===== src/fsp_pkg.sv =====
// ----------------------------------------------------------------------------
// fsp_pkg
// Shared types and constants for the frame sequence pacer.
// ----------------------------------------------------------------------------
package fsp_pkg;

    localparam int RING_FRAMES_MAX = 1024;
    localparam int SLOT_W          = 10;
    localparam int COUNT_W         = 32;
    localparam int RATE_W          = 8;
    localparam int RING_W          = 11;
    localparam int DIV_W           = RATE_W + 1;
    localparam int CFG_DATA_W      = 32;
    localparam int CFG_ADDR_W      = 2;

    typedef enum logic [2:0] {
        CMD_TICK      = 3'd0,
        CMD_START     = 3'd1,
        CMD_STOP      = 3'd2,
        CMD_SIGNAL    = 3'd3,
        CMD_SET_POS   = 3'd4
    } cmd_code_t;

    typedef enum logic [CFG_ADDR_W-1:0] {
        REG_RATE_DIVIDER = 2'd0,
        REG_STOP_AFTER   = 2'd1,
        REG_SIGNAL_AT    = 2'd2,
        REG_RING_FRAMES  = 2'd3
    } cfg_index_t;

    typedef struct packed {
        logic [2:0]         cmd;
        logic               upload_ok;
        logic [COUNT_W-1:0] new_count;
        logic [SLOT_W-1:0]  new_slot;
    } fsp_in_t;

    typedef struct packed {
        logic               frame_shown;
        logic [SLOT_W-1:0]  shown_slot;
        logic [COUNT_W-1:0] count_now;
        logic               signal_raised;
        logic               capture_start;
        logic               running;
        logic               upload_failed;
    } fsp_out_t;

    typedef struct packed {
        logic [RATE_W-1:0]  rate_divider;
        logic [COUNT_W-1:0] stop_after_count;
        logic [COUNT_W-1:0] signal_at_count;
        logic [RING_W-1:0]  frames_in_ring;
    } fsp_cfg_t;

endpackage


===== src/fsp_cfg_regs.sv =====
// ----------------------------------------------------------------------------
// fsp_cfg_regs
// Host-writable configuration registers of the pacer.
// ----------------------------------------------------------------------------
module fsp_cfg_regs (
    input  logic                            aclk,
    input  logic                            aresetn,
    input  logic                            cfg_we,
    input  logic [fsp_pkg::CFG_ADDR_W-1:0]  cfg_addr,
    input  logic [fsp_pkg::CFG_DATA_W-1:0]  cfg_wdata,
    output fsp_pkg::fsp_cfg_t               cfg
);
    import fsp_pkg::*;

    fsp_cfg_t cfg_reg;

    always_ff @(posedge aclk) begin
        if (!aresetn) begin
            cfg_reg.rate_divider     <= '0;
            cfg_reg.stop_after_count <= '0;
            cfg_reg.signal_at_count  <= '0;
            cfg_reg.frames_in_ring   <= RING_W'(1);
        end else if (cfg_we) begin
            unique case (cfg_index_t'(cfg_addr))
                REG_RATE_DIVIDER: cfg_reg.rate_divider     <= cfg_wdata[RATE_W-1:0];
                REG_STOP_AFTER:   cfg_reg.stop_after_count <= cfg_wdata[COUNT_W-1:0];
                REG_SIGNAL_AT:    cfg_reg.signal_at_count  <= cfg_wdata[COUNT_W-1:0];
                REG_RING_FRAMES:  cfg_reg.frames_in_ring   <= cfg_wdata[RING_W-1:0];
                default: ;
            endcase
        end
    end

    assign cfg = cfg_reg;

endmodule


===== src/fsp_step.sv =====
// ----------------------------------------------------------------------------
// fsp_step
// Pacing state and the per-item next-state and result logic.
// ----------------------------------------------------------------------------
module fsp_step (
    input  logic                aclk,
    input  logic                aresetn,
    input  logic                advance,
    input  fsp_pkg::fsp_in_t    item,
    input  fsp_pkg::fsp_cfg_t   cfg,
    output fsp_pkg::fsp_out_t   result
);
    import fsp_pkg::*;

    logic               run_flag_reg,       run_flag_next;
    logic               run_seen_reg,       run_seen_next;
    logic [DIV_W-1:0]   divider_left_reg,   divider_left_next;
    logic [COUNT_W-1:0] frame_count_reg,    frame_count_next;
    logic [SLOT_W-1:0]  ring_slot_reg,      ring_slot_next;
    logic               start_pending_reg,  start_pending_next;
    logic               signal_request_reg, signal_request_next;

    logic [RING_W:0]    ring_size;
    logic [RING_W:0]    slot_inc;
    logic [SLOT_W-1:0]  slot_wrapped;
    logic               rate_zero;
    logic               expired;
    logic               shown, failed, last, sig, capture;

    // ring size clamped to 1..RING_FRAMES_MAX, then wrap of the slot
    always_comb begin
        if (cfg.frames_in_ring == '0) begin
            ring_size = (RING_W+1)'(1);
        end else if (32'(cfg.frames_in_ring) > 32'(RING_FRAMES_MAX)) begin
            ring_size = (RING_W+1)'(RING_FRAMES_MAX);
        end else begin
            ring_size = {1'b0, cfg.frames_in_ring};
        end
        slot_inc     = (RING_W+1)'(ring_slot_reg) + (RING_W+1)'(1);
        slot_wrapped = (slot_inc < ring_size) ? slot_inc[SLOT_W-1:0] : '0;
    end

    assign rate_zero = (cfg.rate_divider == '0);

    always_comb begin
        run_flag_next       = run_flag_reg;
        run_seen_next       = run_seen_reg;
        divider_left_next   = divider_left_reg;
        frame_count_next    = frame_count_reg;
        ring_slot_next      = ring_slot_reg;
        start_pending_next  = start_pending_reg;
        signal_request_next = signal_request_reg;
        shown   = 1'b0;
        failed  = 1'b0;
        last    = 1'b0;
        sig     = 1'b0;
        capture = 1'b0;
        expired = 1'b0;

        unique case (item.cmd)
            CMD_START:  run_flag_next = 1'b1;
            CMD_STOP:   run_flag_next = 1'b0;
            CMD_SIGNAL: signal_request_next = 1'b1;
            CMD_SET_POS: begin
                frame_count_next = item.new_count;
                ring_slot_next   = item.new_slot;
            end
            CMD_TICK: begin
                // rising run edge: show at once, capture start at frame zero
                if (run_flag_reg != run_seen_reg) begin
                    if (run_flag_reg) begin
                        divider_left_next = '0;
                        if (frame_count_reg == '0) start_pending_next = 1'b1;
                    end
                    run_seen_next = run_flag_reg;
                end
                if (run_flag_reg) begin
                    expired = (divider_left_next == '0) || divider_left_next[DIV_W-1];
                    if (expired || rate_zero) begin
                        if (!rate_zero && frame_count_reg >= cfg.stop_after_count) begin
                            last = 1'b1;
                        end else if (item.upload_ok) begin
                            shown = 1'b1;
                        end else begin
                            failed = 1'b1;
                        end
                        if (!failed) begin
                            divider_left_next = {1'b0, cfg.rate_divider} - DIV_W'(1);
                        end
                    end else begin
                        divider_left_next = divider_left_next - DIV_W'(1);
                    end
                end
                if (!failed) begin
                    capture            = start_pending_next;
                    start_pending_next = 1'b0;
                    if (shown) begin
                        frame_count_next = frame_count_reg + COUNT_W'(1);
                        ring_slot_next   = slot_wrapped;
                        if (rate_zero) last = 1'b1;
                    end
                    if (last || signal_request_reg
                        || (cfg.signal_at_count != '0
                            && frame_count_next == cfg.signal_at_count)) begin
                        sig                 = 1'b1;
                        signal_request_next = 1'b0;
                    end
                    if (last) run_flag_next = 1'b0;
                end
            end
            default: ;
        endcase
    end

    always_comb begin
        result.frame_shown   = shown;
        result.shown_slot    = shown ? ring_slot_reg : '0;
        result.count_now     = frame_count_next;
        result.signal_raised = sig;
        result.capture_start = capture;
        result.running       = run_flag_next;
        result.upload_failed = failed;
    end

    always_ff @(posedge aclk) begin
        if (!aresetn) begin
            run_flag_reg       <= 1'b0;
            run_seen_reg       <= 1'b0;
            divider_left_reg   <= '0;
            frame_count_reg    <= '0;
            ring_slot_reg      <= '0;
            start_pending_reg  <= 1'b0;
            signal_request_reg <= 1'b0;
        end else if (advance) begin
            run_flag_reg       <= run_flag_next;
            run_seen_reg       <= run_seen_next;
            divider_left_reg   <= divider_left_next;
            frame_count_reg    <= frame_count_next;
            ring_slot_reg      <= ring_slot_next;
            start_pending_reg  <= start_pending_next;
            signal_request_reg <= signal_request_next;
        end
    end

endmodule


===== src/frame_sequence_pacer.sv =====
// Path: an accepted item is held in the input register, passes once through the step
// logic and is registered in the result register. Throughput: one item per cycle while
// m_ready allows; a held result stalls the input register and drops s_ready.
// Reset: aresetn synchronous, active low; clears run state, frame count,
// ring slot and configuration (ring size 1). No clearing pass.
// ----------------------------------------------------------------------------
// frame_sequence_pacer
// Paces frames out of a ring of frame buffers, one display refresh per tick.
// ----------------------------------------------------------------------------
module frame_sequence_pacer (
    input  logic                            aclk,
    input  logic                            aresetn,
    input  logic                            s_valid,
    output logic                            s_ready,
    input  fsp_pkg::fsp_in_t                s_data,
    output logic                            m_valid,
    input  logic                            m_ready,
    output fsp_pkg::fsp_out_t               m_data,
    input  logic                            cfg_we,
    input  logic [fsp_pkg::CFG_ADDR_W-1:0]  cfg_addr,
    input  logic [fsp_pkg::CFG_DATA_W-1:0]  cfg_wdata
);
    import fsp_pkg::*;

    fsp_cfg_t cfg;
    fsp_in_t  in_reg;
    logic     in_valid_reg;
    fsp_out_t result;
    fsp_out_t out_reg;
    logic     out_valid_reg;
    logic     advance;

    // item moves into the result register when that register is free or draining
    assign advance = in_valid_reg && (!out_valid_reg || m_ready);
    assign s_ready = !in_valid_reg || advance;

    fsp_cfg_regs u_cfg (
        .aclk      (aclk),
        .aresetn   (aresetn),
        .cfg_we    (cfg_we),
        .cfg_addr  (cfg_addr),
        .cfg_wdata (cfg_wdata),
        .cfg       (cfg)
    );

    fsp_step u_step (
        .aclk    (aclk),
        .aresetn (aresetn),
        .advance (advance),
        .item    (in_reg),
        .cfg     (cfg),
        .result  (result)
    );

    always_ff @(posedge aclk) begin
        if (!aresetn) begin
            in_valid_reg <= 1'b0;
        end else if (s_ready) begin
            in_valid_reg <= s_valid;
        end
    end

    always_ff @(posedge aclk) begin
        if (s_valid && s_ready) begin
            in_reg <= s_data;
        end
    end

    always_ff @(posedge aclk) begin
        if (!aresetn) begin
            out_valid_reg <= 1'b0;
        end else if (advance) begin
            out_valid_reg <= 1'b1;
        end else if (m_ready) begin
            out_valid_reg <= 1'b0;
        end
    end

    always_ff @(posedge aclk) begin
        if (advance) begin
            out_reg <= result;
        end
    end

    assign m_valid = out_valid_reg;
    assign m_data  = out_reg;

    a_shown_xor_failed: assert property (@(posedge aclk) disable iff (!aresetn)
        m_valid |-> !(m_data.frame_shown && m_data.upload_failed))
        else $error("frame shown and upload failed in one item");

    a_slot_zero_idle: assert property (@(posedge aclk) disable iff (!aresetn)
        (m_valid && !m_data.frame_shown) |-> (m_data.shown_slot == '0))
        else $error("shown_slot nonzero without a shown frame");

    a_fail_keeps_run: assert property (@(posedge aclk) disable iff (!aresetn)
        (m_valid && m_data.upload_failed) |-> m_data.running)
        else $error("upload failure ended the run");

    a_no_result_from_reset: assert property (@(posedge aclk)
        !aresetn |=> !m_valid)
        else $error("result valid straight after reset");

endmodule


===== config.mk =====
export PLATFORM = sky130hd
export DESIGN_NAME = frame_sequence_pacer
export DESIGN_NICKNAME = d
export VERILOG_FILES = /design/src/fsp_pkg.sv /design/src/fsp_cfg_regs.sv /design/src/fsp_step.sv /design/src/frame_sequence_pacer.sv
export SDC_FILE = /design/constraint.sdc
export NUM_CORES = 1
export LEC_CHECK = 0
export ABC_CLOCK_PERIOD_IN_PS = 3500
export BUFFER_PORTS_ARGS = -buffer_cell sky130_fd_sc_hd__buf_2
export CAP_MARGIN = 20
export CORE_UTILIZATION = 54
export CTS_CLUSTER_SIZE = 12
export DETAILED_ROUTE_END_ITERATION = 12
export PLACE_DENSITY_LB_ADDON = 0.15
export SETUP_SLACK_MARGIN = 0.15
export SLEW_MARGIN = 20
export SYNTH_ARGS = -nofsm -noshare
export SYNTH_HDL_FRONTEND = slang
export SYNTH_HIERARCHICAL = 1
export SYNTH_SLANG_ARGS = --single-unit

===== constraint.sdc =====
create_clock -name aclk -period 3.5 [get_ports aclk]
set_clock_uncertainty 0.1 [all_clocks]
set_input_delay 0.175 -clock aclk [delete_from_list [all_inputs] [get_ports aclk]]
set_output_delay 0.175 -clock aclk [all_outputs]
set_load 0.01 [all_outputs]

==> results.ini <==
[sta]
slew_viol_final = 0
hold_viol = 0
finalWorstSetupSlack_ns = -0.298
post-route-period-util = 1.09
maxSlewHeadroom = 0.312
rsz0062_at_grt = true
fmax_ghz = 0.263
min_period_ns = 3.80
final-setup-viol-count = 24
fin_hold_ws_ns = 0.0534
tightest_slew_ns = 1.03

[critical_path]
cp.required_ns = 3.81
timing.rr.start = u_step/frame_count_reg[27]
crit_path_max_fanout = 7
worstSetupPathType = reg -> reg
startpoint = u_step/frame_count_reg[27]
cp-start-kind = flip-flop
end_kind = flip-flop
cp.arrival_ns = 4.10

[grt]
grt_pass1_vias = 11800
grt_antenna_before_repair = 0
grt_max_degree = 69
grt_usage = 0.358
grt-ovfl-total = 0
grt_pass1_wl_um = 65600

[routing]
antenna_left = 0
post_drt_wl_per_cell_um = 22.0
vias_per_cell = 6.11
first_pass_iters = 7
routed_wl_um = 44500
drc = 0
drt_iter0_drc = 1104
vias = 12400

[clock_network]
cts_root_buf = clkbuf_16
cts_buffer_depth = 3
cts_sinks = 233
insertion_delay_ns = 0.55
htree_levels = 1
clk_pin_slew_ns = 0.07
tritoncts = yes
cts_buffers = 26

[placement]
dp_hpwl_um = 30700
dpl_cell_area_um2 = 14400
pre_cts_ws_ns = -0.548
port_buffers = 133
gp_congestion = 1.02

[logic_synthesis]
postSynth.asyncResetShare = 0
syn_avg_cell_area_um2 = 9.30
syn_nets = 1485
synth-edff-count = 93
ys_types = 80
syn_area_um2 = 12600
yosysSeqAreaShare = 0.445
synth_flop_cell = dfxtp_1
syn_inst = 1352
yosys_warnings = 6
synth_seq_cells = 233

[power_and_ir_drop]
power.density_nw_per_um2 = 395
ir_drop_v = 0.000409
power_uw = 7030
leakagePower_uw = 0.00723

[layout]
layout_commonest_cell = nand2_1
diodes = 0
nets = 1857
design_area_um2 = 17800
drive_above_1_share = 0.331
fillers = 1552
area_growth_syn_to_layout_pct = 41.4
largest_reg_flops = 83
final_cell_mix = nand2_1 (194), buf_4 (186), buf_2 (132), dfxtp_1 (124), mux2i_1 (110)

[die]
rows = 55
die_y_um = 155
core_area_um2 = 22700
initial_core_util = 0.554
die-area_um2 = 23900
die_w_um = 155
pin_count = 134

[min_path]
worstHoldPathType = in -> reg
hold_start = cfg_wdata[3]

[run_status]
status = complete, but fails checks
failed_checks = setup timing

[flow_run]
cap_violations = 0

## Yosys cell counts, types with 4 or more instances
library cell	number	area, µm²
nand2b_1	16	100
a311oi_1	10	87.6
a22oi_1	7	52.6
nor2_1	92	345
buf_1	5	18.8
nand3_1	38	190
o31ai_1	5	37.5
o41ai_1	4	35.0
or3_1	8	50.1
and3_1	22	138
inv_1	56	210
edfxtp_1	93	2790
nor3_1	20	100
ha_1	48	601
o22ai_1	15	93.8
mux2i_1	112	1120
a21oi_1	83	415
a31oi_1	17	106
nor4_1	30	188
o211ai_1	10	75.1
buf_6	8	90.1
dfxtp_1	140	2800
a2bb2oi_1	6	52.6
or4_1	7	52.6
buf_2	12	60.1
xor2_1	22	193
o32ai_1	5	43.8
a211oi_1	5	37.5
a21o_1	7	52.6
buf_4	10	75.1
o21ai_0	54	270
o21a_1	7	52.6
clkbuf_1	55	206
nand2_1	201	754
nand4_1	22	138
xnor2_1	33	289
## logic make-up after synthesis
family / count (synthesis) / share of synthesized area
fa+ha+maj: 48 / 0.0477
flops: 233 / 0.445
xor+xnor: 55 / 0.0383
simple gates: 488 / 0.189
mux: 113 / 0.0900
compound gates: 265 / 0.136
buf+inv: 150 / 0.0537
## final timing paths
path	to	slack [ns]	cells after the start
setup reg to reg	m_data[3]	-0.30	14
setup / recovery	m_data[3]	-0.30	14
hold / removal	u_cfg/cfg[78]	0.05	3
hold reg to reg	u_cfg/cfg[51]	0.35	2
## routing by layer
layer,wire length (µm),global-route usage
met1,17800,0.442
met2,21800,0.620
met3,2580,0.0440
met4,2440,0.174
met5,0,0
## repair_timing
| item | in CTS | in global routing |
|---|---|---|
| setup buffers | 21 | 31 |
| endpoints found under the setup margin | 85 | 76 |
| hold endpoints to repair | 126 | 0 |
| cloned | 0 | 1 |
| gates resized for setup | 71 | 181 |
| pin swaps | 27 | 55 |
| hold buffers | 83 | 0 |
## through the flow
step            util  setup TNS (ns)  std cells
6_report       0.783           -1.65       2029
4_1_cts        0.735          -0.258       1996
3_3_place_gp   0.636           -6.22       1844
3_5_place_dp   0.636           -8.77       1844
5_1_grt        0.783           -5.12       2029
2_1_floorplan      -          -0.127       1352
## cell type report
type	count	area [µm²]	share of cell area
Timing Repair Buffer	434	3330	0.187
Tap cell	285	357	0.0200
Clock buffer	42	803	0.0452
Inverter	60	225	0.0127
Multi-Input combinational cell	969	7370	0.415
Clock inverter	6	85.1	0.00478
Sequential cell	233	5620	0.316
## worst max-delay path, cell delays in order (launching register included)
cell	delay, ns
dfxtp_2	0.37
ha_4	0.28
nand4_1	0.14
or4_4	0.59
nor4_4	0.23
o31a_1	0.27
buf_12	0.16
buf_8	0.13
buf_4	0.11
or4_1	0.10
nand4_1	0.10
nor4_2	0.31
nand4_1	0.15
or4_4	0.49
o22ai_2	0.12
## power by group
part | leakage (µW) | total [µW] | internal [µW] | switching [µW]
registers | 0.00205 | 3020 | 2940 | 85.0
logic | 0.00475 | 1250 | 582 | 663
clock network | 0.000429 | 2770 | 1650 | 1120
Note: power is estimated with default switching activity, not from simulation.
